[src/design/pic_pkg.sv]
// Package for the PI drive controller: widths, constants, codes and shared types.
// Used by the channel interfaces and by every module of the design. It depends on nothing.
package pic_pkg;

    localparam int FULL_SCALE = 10000;
    localparam int FRAC_BITS  = 16;
    localparam int DUTY_W     = 14;
    localparam int DATA_W     = 16;
    localparam int GAIN_W     = 32;
    localparam int INTEG_W    = 31;
    localparam int ERR_W      = DATA_W + 1;
    localparam int PROD_W     = GAIN_W + ERR_W;
    localparam int SUM_W      = PROD_W + 1;
    localparam int CFG_IDX_W  = 1;

    // Full scale in Q16.16, at the width of the wide sums.
    localparam logic signed [SUM_W-1:0] FULL_Q_WIDE = SUM_W'(FULL_SCALE) << FRAC_BITS;
    // Full scale as a signed value one bit wider than the request field.
    localparam logic signed [DATA_W:0] FULL_SCALE_S = (DATA_W + 1)'(FULL_SCALE);

    typedef enum logic [1:0] {
        ACT_MANUAL = 2'd0,
        ACT_AUTO   = 2'd1,
        ACT_TICK   = 2'd2
    } t_action;

    typedef enum logic [CFG_IDX_W-1:0] {
        CFG_PROP_GAIN  = 1'b0,
        CFG_INTEG_GAIN = 1'b1
    } t_cfg_idx;

    typedef struct packed {
        logic signed [GAIN_W-1:0] prop;
        logic signed [GAIN_W-1:0] integ;
    } t_gains;

    typedef struct packed {
        logic [1:0]               action;
        logic signed [DATA_W-1:0] value;
        logic signed [DATA_W-1:0] measurement;
    } t_item;

    // Saturate a signed Q16.16 sum to the range 0..full scale.
    function automatic logic [INTEG_W-1:0] clamp_q(input logic signed [SUM_W-1:0] x);
        logic [INTEG_W-1:0] res;
        if (x < 0) begin
            res = '0;
        end else if (x > FULL_Q_WIDE) begin
            res = FULL_Q_WIDE[INTEG_W-1:0];
        end else begin
            res = x[INTEG_W-1:0];
        end
        return res;
    endfunction

endpackage

[src/design/pic_in_if.sv]
// Input channel of the PI drive controller: valid/ready plus one command item.
// Depends on pic_pkg for the field widths.
interface pic_in_if
    import pic_pkg::*;
();
    logic                     valid;
    logic                     ready;
    logic [1:0]               action;
    logic signed [DATA_W-1:0] value;
    logic signed [DATA_W-1:0] measurement;

    modport source (output valid, action, value, measurement, input ready);
    modport sink   (input valid, action, value, measurement, output ready);
endinterface

[src/design/pic_out_if.sv]
// Result channel of the PI drive controller: valid/ready plus duty and mode.
// Depends on pic_pkg for the field widths.
interface pic_out_if
    import pic_pkg::*;
();
    logic              valid;
    logic              ready;
    logic [DUTY_W-1:0] duty;
    logic              auto_mode;

    modport source (output valid, duty, auto_mode, input ready);
    modport sink   (input valid, duty, auto_mode, output ready);
endinterface

[src/design/pic_cfg_regs.sv]
// Gain registers of the PI drive controller, written through the plain write port.
// Depends on pic_pkg.
module pic_cfg_regs
    import pic_pkg::*;
(
    input  logic                 i_clk,
    input  logic                 i_rst_n,
    input  logic                 i_cfg_we,
    input  logic [CFG_IDX_W-1:0] i_cfg_idx,
    input  logic [GAIN_W-1:0]    i_cfg_data,
    output t_gains               o_gains
);
    t_gains r_gains;

    always_ff @(posedge i_clk) begin
        if (!i_rst_n) begin
            r_gains <= '0;
        end else if (i_cfg_we) begin
            unique case (t_cfg_idx'(i_cfg_idx))
                CFG_PROP_GAIN:  r_gains.prop  <= $signed(i_cfg_data);
                CFG_INTEG_GAIN: r_gains.integ <= $signed(i_cfg_data);
                default:        r_gains <= r_gains;
            endcase
        end
    end

    assign o_gains = r_gains;
endmodule

[src/design/pic_in_stage.sv]
// Input register of the PI drive controller: holds one accepted item for the core.
// Depends on pic_pkg and pic_in_if.
module pic_in_stage
    import pic_pkg::*;
(
    input  logic  i_clk,
    input  logic  i_rst_n,
    pic_in_if.sink i_item,
    output t_item o_item,
    output logic  o_valid,
    input  logic  i_ready
);
    logic  r_valid;
    t_item r_item;
    logic  w_take;

    // A new item may enter when the stage is empty or its item moves on now.
    assign i_item.ready = !r_valid || i_ready;
    assign w_take       = i_item.valid && i_item.ready;

    always_ff @(posedge i_clk) begin
        if (!i_rst_n) begin
            r_valid <= 1'b0;
        end else if (w_take) begin
            r_valid <= 1'b1;
        end else if (i_ready) begin
            r_valid <= 1'b0;
        end
    end

    always_ff @(posedge i_clk) begin
        if (w_take) begin
            r_item.action      <= i_item.action;
            r_item.value       <= i_item.value;
            r_item.measurement <= i_item.measurement;
        end
    end

    assign o_item  = r_item;
    assign o_valid = r_valid;
endmodule

[src/design/pic_core.sv]
// Control core of the PI drive controller: mode, target, integral and duty state,
// the one-pass PI update and the result register. Depends on pic_pkg and pic_out_if.
module pic_core
    import pic_pkg::*;
(
    input  logic      i_clk,
    input  logic      i_rst_n,
    input  logic      i_valid,
    output logic      o_ready,
    input  t_item     i_item,
    input  t_gains    i_gains,
    pic_out_if.source o_result
);
    logic                     r_auto;
    logic signed [DATA_W-1:0] r_setpoint;
    logic [INTEG_W-1:0]       r_integ;
    logic [DUTY_W-1:0]        r_duty;
    logic                     r_out_valid;

    logic                     n_auto;
    logic signed [DATA_W-1:0] n_setpoint;
    logic [INTEG_W-1:0]       n_integ;
    logic [DUTY_W-1:0]        n_duty;

    logic                     w_move;
    logic signed [ERR_W-1:0]  w_err;
    logic signed [PROD_W-1:0] w_integ_prod;
    logic signed [PROD_W-1:0] w_prop_prod;
    logic signed [SUM_W-1:0]  w_integ_sum;
    logic [INTEG_W-1:0]       w_integ_clamped;
    logic signed [SUM_W-1:0]  w_out_sum;
    logic [INTEG_W-1:0]       w_out_clamped;
    logic signed [DATA_W:0]   w_req;

    // The result slot is free when empty or when its result is taken now.
    assign o_ready = !r_out_valid || o_result.ready;
    assign w_move  = i_valid && o_ready;

    // Error is exact in 17 bits; both gain products are exact Q16.16 values.
    assign w_err        = {r_setpoint[DATA_W-1], r_setpoint}
                          - {i_item.measurement[DATA_W-1], i_item.measurement};
    assign w_integ_prod = i_gains.integ * w_err;
    assign w_prop_prod  = i_gains.prop * w_err;

    assign w_integ_sum     = $signed({{(SUM_W - INTEG_W){1'b0}}, r_integ})
                             + {w_integ_prod[PROD_W-1], w_integ_prod};
    assign w_integ_clamped = clamp_q(w_integ_sum);
    assign w_out_sum       = $signed({{(SUM_W - INTEG_W){1'b0}}, w_integ_clamped})
                             + {w_prop_prod[PROD_W-1], w_prop_prod};
    assign w_out_clamped   = clamp_q(w_out_sum);

    assign w_req = {i_item.value[DATA_W-1], i_item.value};

    always_comb begin
        n_auto     = r_auto;
        n_setpoint = r_setpoint;
        n_integ    = r_integ;
        n_duty     = r_duty;
        unique case (t_action'(i_item.action))
            ACT_MANUAL: begin
                n_auto = 1'b0;
                if (w_req <= 0) begin
                    n_duty = '0;
                end else if (w_req >= FULL_SCALE_S) begin
                    n_duty = DUTY_W'(FULL_SCALE);
                end else begin
                    n_duty = w_req[DUTY_W-1:0];
                end
            end
            ACT_AUTO: begin
                // Coming from manual, start the integral at the present duty
                // so that the drive does not jump.
                if (!r_auto) begin
                    n_integ = {{(INTEG_W - DUTY_W - FRAC_BITS){1'b0}}, r_duty,
                               {FRAC_BITS{1'b0}}};
                end
                n_auto     = 1'b1;
                n_setpoint = i_item.value;
            end
            ACT_TICK: begin
                if (r_auto) begin
                    n_integ = w_integ_clamped;
                    n_duty  = w_out_clamped[FRAC_BITS +: DUTY_W];
                end
            end
            default: begin
                n_auto = r_auto;
            end
        endcase
    end

    always_ff @(posedge i_clk) begin
        if (!i_rst_n) begin
            r_auto      <= 1'b0;
            r_setpoint  <= '0;
            r_integ     <= '0;
            r_duty      <= '0;
            r_out_valid <= 1'b0;
        end else begin
            if (w_move) begin
                r_auto      <= n_auto;
                r_setpoint  <= n_setpoint;
                r_integ     <= n_integ;
                r_duty      <= n_duty;
                r_out_valid <= 1'b1;
            end else if (o_result.ready) begin
                r_out_valid <= 1'b0;
            end
        end
    end

    // The state only changes when an item moves into the result slot, so the
    // state registers double as the result payload.
    assign o_result.valid     = r_out_valid;
    assign o_result.duty      = r_duty;
    assign o_result.auto_mode = r_auto;
endmodule

[src/design/pi_controller_manual_auto.sv]
// Top level of the PI drive controller with manual and automatic modes.
// Depends on pic_pkg, pic_in_if, pic_out_if, pic_cfg_regs, pic_in_stage and pic_core.
//
// Commands arrive on i_item, one per transfer: a manual duty set, an auto target
// set, or a control tick carrying one measurement. Every command produces exactly
// one transfer on o_result with the duty after the command and the mode flag.
// The gains (signed Q16.16) are written through i_cfg_we/i_cfg_idx/i_cfg_data;
// the user must write them only while the block is idle, and the block itself has
// no check for this. Index 0 is the proportional gain, index 1 the integral gain.
//
// Throughput is one command per cycle while the receiver takes results. A command
// is held in the input register and is then processed in a single pass: the two
// gain multiplies, the integral update with clamping and the output clamp all
// happen between the input register and the state/result registers, which load
// when the command leaves the input register.
//
// When the receiver stalls, the result register holds its value and the input
// register still takes one further command; after that i_item.ready drops until
// the result is taken. Synchronous reset clears the gains, selects manual mode,
// and zeroes the target, integral and duty.
module pi_controller_manual_auto
    import pic_pkg::*;
(
    input  logic                 i_clk,
    input  logic                 i_rst_n,
    pic_in_if.sink               i_item,
    pic_out_if.source            o_result,
    input  logic                 i_cfg_we,
    input  logic [CFG_IDX_W-1:0] i_cfg_idx,
    input  logic [GAIN_W-1:0]    i_cfg_data
);
    t_gains w_gains;
    t_item  w_item;
    logic   w_stage_valid;
    logic   w_stage_ready;
    logic   w_move;

    pic_cfg_regs u_cfg_regs (
        .i_clk      (i_clk),
        .i_rst_n    (i_rst_n),
        .i_cfg_we   (i_cfg_we),
        .i_cfg_idx  (i_cfg_idx),
        .i_cfg_data (i_cfg_data),
        .o_gains    (w_gains)
    );

    pic_in_stage u_in_stage (
        .i_clk   (i_clk),
        .i_rst_n (i_rst_n),
        .i_item  (i_item),
        .o_item  (w_item),
        .o_valid (w_stage_valid),
        .i_ready (w_stage_ready)
    );

    pic_core u_core (
        .i_clk    (i_clk),
        .i_rst_n  (i_rst_n),
        .i_valid  (w_stage_valid),
        .o_ready  (w_stage_ready),
        .i_item   (w_item),
        .i_gains  (w_gains),
        .o_result (o_result)
    );

    // A command is processed at the edge where it leaves the input register.
    assign w_move = w_stage_valid && w_stage_ready;

    // The reported duty never leaves the range 0..full scale.
    a_duty_range: assert property (@(posedge i_clk) disable iff (!i_rst_n)
        o_result.duty <= DUTY_W'(FULL_SCALE))
        else $error("duty above full scale");

    // A manual command always leaves automatic mode.
    a_manual_mode: assert property (@(posedge i_clk) disable iff (!i_rst_n)
        w_move && (w_item.action == ACT_MANUAL) |=> !o_result.auto_mode)
        else $error("manual command did not leave automatic mode");

    // An auto command enters automatic mode without moving the duty.
    a_bumpless: assert property (@(posedge i_clk) disable iff (!i_rst_n)
        w_move && (w_item.action == ACT_AUTO) |=> o_result.auto_mode && $stable(o_result.duty))
        else $error("auto command changed the duty or the mode stayed manual");

    // A tick in manual mode changes nothing.
    a_manual_tick: assert property (@(posedge i_clk) disable iff (!i_rst_n)
        w_move && (w_item.action == ACT_TICK) && !o_result.auto_mode
        |=> !o_result.auto_mode && $stable(o_result.duty))
        else $error("tick in manual mode changed the state");
endmodule
[src/flat_wrapper.sv]
// flat-port wrapper written by rule: the top's interface ports become plain ports
module pi_controller_manual_auto_flat import pic_pkg::*;
  (i_clk, i_rst_n, i_cfg_we, i_cfg_idx, i_cfg_data, i_item_valid, i_item_action, i_item_value, i_item_measurement, i_item_ready, o_result_valid, o_result_duty, o_result_auto_mode, o_result_ready);
  pic_in_if i_item_i ();
  pic_out_if o_result_i ();
  input  logic i_clk;
  input  logic i_rst_n;
  input  logic i_cfg_we;
  input  logic [CFG_IDX_W-1:0] i_cfg_idx;
  input  logic [GAIN_W-1:0] i_cfg_data;
  input wire logic [$bits(i_item_i.valid)-1:0] i_item_valid;
  input wire logic [$bits(i_item_i.action)-1:0] i_item_action;
  input wire logic [$bits(i_item_i.value)-1:0] i_item_value;
  input wire logic [$bits(i_item_i.measurement)-1:0] i_item_measurement;
  output wire logic [$bits(i_item_i.ready)-1:0] i_item_ready;
  output wire logic [$bits(o_result_i.valid)-1:0] o_result_valid;
  output wire logic [$bits(o_result_i.duty)-1:0] o_result_duty;
  output wire logic [$bits(o_result_i.auto_mode)-1:0] o_result_auto_mode;
  input wire logic [$bits(o_result_i.ready)-1:0] o_result_ready;
  assign i_item_i.valid = i_item_valid;
  assign i_item_i.action = i_item_action;
  assign i_item_i.value = i_item_value;
  assign i_item_i.measurement = i_item_measurement;
  assign i_item_ready = i_item_i.ready;
  assign o_result_valid = o_result_i.valid;
  assign o_result_duty = o_result_i.duty;
  assign o_result_auto_mode = o_result_i.auto_mode;
  assign o_result_i.ready = o_result_ready;
  pi_controller_manual_auto u_core (.i_clk(i_clk), .i_rst_n(i_rst_n), .i_item(i_item_i), .o_result(o_result_i), .i_cfg_we(i_cfg_we), .i_cfg_idx(i_cfg_idx), .i_cfg_data(i_cfg_data));
endmodule
[config.mk]
export PLATFORM = sky130hd
export DESIGN_NAME = pi_controller_manual_auto_flat
export DESIGN_NICKNAME = d
export VERILOG_FILES = /design/src/design/pic_pkg.sv /design/src/design/pic_in_if.sv /design/src/design/pic_out_if.sv /design/src/design/pic_cfg_regs.sv /design/src/design/pic_in_stage.sv /design/src/design/pic_core.sv /design/src/design/pi_controller_manual_auto.sv /design/src/flat_wrapper.sv
export SDC_FILE = /design/constraint.sdc
export NUM_CORES = 2
export LEC_CHECK = 0
export BUFFER_PORTS_ARGS = -buffer_cell sky130_fd_sc_hd__buf_2
export CORE_AREA = 2 2 275 277
export DETAILED_ROUTE_END_ITERATION = 8
export DIE_AREA = 0 0 277 279
export PLACE_DENSITY = 0.78
export SYNTH_ARGS = -nofsm -noshare
export SYNTH_HDL_FRONTEND = slang
export SYNTH_HIERARCHICAL = 1
export SYNTH_SLANG_ARGS = --single-unit
[constraint.sdc]
create_clock -name i_clk -period 21.5 [get_ports i_clk]
set_input_delay 2.15 -clock i_clk [delete_from_list [all_inputs] [get_ports i_clk]]
set_output_delay 2.15 -clock i_clk [all_outputs]
set_load 0.01 [all_outputs]
==> results.json <==
{
  "gr-total-overflow": 0,
  "holdPathEnd": "u_core/u_core/r_setpoint[0]",
  "syn_area_um2": 48000,
  "synthArstFlopShare": 0,
  "peakVddDrop_uv": 339,
  "area_growth_pct": 3.43,
  "floorplan.initialDensity": 0.648,
  "post_cts_resize_count": 0,
  "end_kind": "flip-flop",
  "slowest_stage": "xnor2_2",
  "crit_type": "reg2reg",
  "gp_congestion": 0.941,
  "required_ns": 21.90,
  "finalCritPeriodShare": 0.867,
  "io_pins": 89,
  "yosysSeqAreaShare": 0.0747,
  "nNetsFinal": 6714,
  "die_w_um": 277,
  "cts_num_sinks": 162,
  "drtIter0Drc": 3274,
  "maxSlewHeadroom": 0.239,
  "htree_levels": 4,
  "wl_per_cell_um": 20.3,
  "leakage_nw": 22.5,
  "vias": 36912,
  "synth_largest_area_cell": "fa_1",
  "nFillCells": 5947,
  "hold_class": "reg2reg",
  "rsz0062_at_grt": "false",
  "synth-edff-count": 34,
  "dpl.hpwl_um": 101000,
  "ys_ff_latch": 162,
  "finalSetupViolCount": 0,
  "path_common_cell": "fa_1",
  "maxCapViolCount": 0,
  "regToRegStartpoint": "u_core/u_in_stage/o_item[1]",
  "yosysMostFrequentCell": "inv_1",
  "antenna_found_initial": 0,
  "cts_setup_buffers": 0,
  "antenna_cells": 0,
  "port_buffers": 88,
  "r2r_end": "u_core/u_core/o_result.duty[2]",
  "cts_inserted_buffers": 17,
  "final_area_um2": 49600,
  "clk_latency_ns": 0.48,
  "placed_cell_area_um2": 49000,
  "root_buffer": "clkbuf_16",
  "grt_pass1_vias": 38932,
  "die_height_um": 279,
  "ys_warn_count": 6,
  "ys_dominant_reg_cell": "dfxtp_1",
  "via_per_inst": 5.91,
  "drc": 0,
  "worstPathArrival_ns": 19.04,
  "final.min_clock_period_ns": 18.64,
  "tritoncts": "done",
  "grt_pass1_wl_um": 208000,
  "synthCells": 5388,
  "slew_violations": 0,
  "drtAntennaViolNets": 0,
  "die_area_um2": 77300,
  "yosysTopAreaCellShare": 0.464,
  "total_power_mw": 6.73,
  "status": "finished, final reports clean",
  "core.rowCount": 100,
  "ys_top_cells_by_area": "fa_1 (46%), inv_1 (9.2%), ha_1 (6.9%)",
  "holdPathStages": 2,
  "final_util": 0.670,
  "totalWireLength_um": 127000,
  "grt_use_total": 0.343,
  "synth_nets": 6837,
  "hold_viol": 0,
  "rr_worst_depth": 57,
  "grt_max_degree": 84,
  "clk_path_buf_depth": 2,
  "rrSetupSlack_ns": 2.86,
  "instances_no_fill": 6247,
  "drt_pass1_iterations": 6,
  "cts_hold_buf": 0,
  "max_stage_delay_ns": 0.85,
  "worstSetupStartpointType": "flip-flop",
  "tightestPinTransition_ns": 1.11,
  "synth_common_cells": "inv_1 (1170), fa_1 (1113), nand2_1 (854)",
  "powerDensity_nw_per_um2": 136,
  "fmax_mhz": 53.6,
  "critPathMaxFanout": 51,
  "core_um2": 74100,
  "tns_ns": 0,
  "timing.hold.worst.start": "u_core/u_core/r_setpoint[0]",
  "layout-drive-gt1-share": 0.0477,
  "clk_pin_slew_ns": 0.08,
  "placed_cells": 6215,
  "clock_skew_ns": 0.0189,
  "syn_area_per_cell_um2": 8.91,
  "synth_cell_types": 86
}
[area by class of cell]
cell class | count | area (µm²) | share of cell area
multi-input combinational | 3783 | 39000 | 0.786
inverter | 1170 | 4390 | 0.0885
sequential | 162 | 3580 | 0.0722
tap | 969 | 1210 | 0.0244
timing repair buffer | 131 | 766 | 0.0154
clock buffer | 17 | 425 | 0.00857
clock inverter | 15 | 219 | 0.00441
[worst max-delay path: cells and delay by family, from the launching register on]
family / cells / cell delay [ns]
AOI/OAI and AO/OA: 20 / 5.32
and+or+nand+nor: 11 / 3.82
xor gates and xnor gates: 2 / 1.08
buffers and inverters: 9 / 1.33
adders and majority gates: 15 / 6.51
DFF: 1 / 0.40
[how the worst max path moves through the flow]
stage                     cells after the start                         endpoint                   startpoint  slack [ns]
after floorplan                              61  u_core/u_core/o_result.duty[11]  u_core/u_in_stage/o_item[0]        6.23
after global routing                         59  u_core/u_core/o_result.duty[12]  u_core/u_in_stage/o_item[1]        1.88
after CTS                                    59   u_core/u_core/o_result.duty[2]  u_core/u_in_stage/o_item[1]        3.07
after global placement                       58   u_core/u_core/o_result.duty[1]  u_core/u_in_stage/o_item[0]        3.47
final                                        57   u_core/u_core/o_result.duty[2]  u_core/u_in_stage/o_item[1]        2.86
after detailed placement                     59   u_core/u_core/o_result.duty[2]  u_core/u_in_stage/o_item[1]        3.16
[per-stage QoR]
step	setup WS [ns]	hold slack (ns)
finish	2.86	0.466
detailed placement	3.16	0.455
global placement	3.47	0.444
global route	1.88	0.489
floorplan	6.23	0.434
CTS	3.07	0.469
[sequential cells by signal, summed over array words and instances, names as in the netlist]
name                              cells
u_core/u_core/o_result.duty          14
u_core/u_cfg_regs/o_gains            64
u_core/u_core/r_setpoint             16
u_core/u_in_stage/o_valid             1
u_core/u_core/r_integ                31
u_core/u_in_stage/o_item             34
u_core/u_core/o_result.auto_mode      1
u_core/u_core/o_result.valid          1
[power breakdown]
group          internal (mW)  switching [mW]
combinational           2.17            3.85
sequential             0.323          0.0462
clock                  0.163           0.173
[per-layer routing]
| metal | track usage | wire length [µm] |
|---|---|---|
| met2 | 0.552 | 59400 |
| met3 | 0.0525 | 10800 |
| met5 | 0 | 0 |
| met1 | 0.461 | 49400 |
| met4 | 0.162 | 7130 |
[logic make-up (layout without fill, tap and decap cells)]
logic type | after synthesis | in the layout | share of synthesized area
AOI/OAI and AO/OA | 507 | 507 | 0.0695
xor gates and xnor gates | 81 | 81 | 0.0148
adders and majority gates | 1377 | 1377 | 0.533
buffers and inverters | 1443 | 1333 | 0.115
DFF | 162 | 162 | 0.0747
muxes | 77 | 77 | 0.0161
other | 1 | 1 | 0.0000782
and+or+nand+nor | 1740 | 1740 | 0.177
[placed cells by master, fill, tap and decap left out, drive strengths merged, types with 20 or more instances in the layout]
cell,n
a211oi,22
a21boi,30
a21o,37
a21oi,142
a31oi,25
and2,320
and3,24
buf,131
dfxtp,128
edfxtp,34
fa,1113
ha,264
inv,1178
mux2i,76
nand2,854
nand2b,75
nand3,74
nand4,40
nor2,107
nor2b,84
nor3,23
nor4,20
o21ai,102
o31ai,24
or2,59
or3,22
xnor2,52
xor2,29
Note: power is estimated with default switching activity, not from simulation.
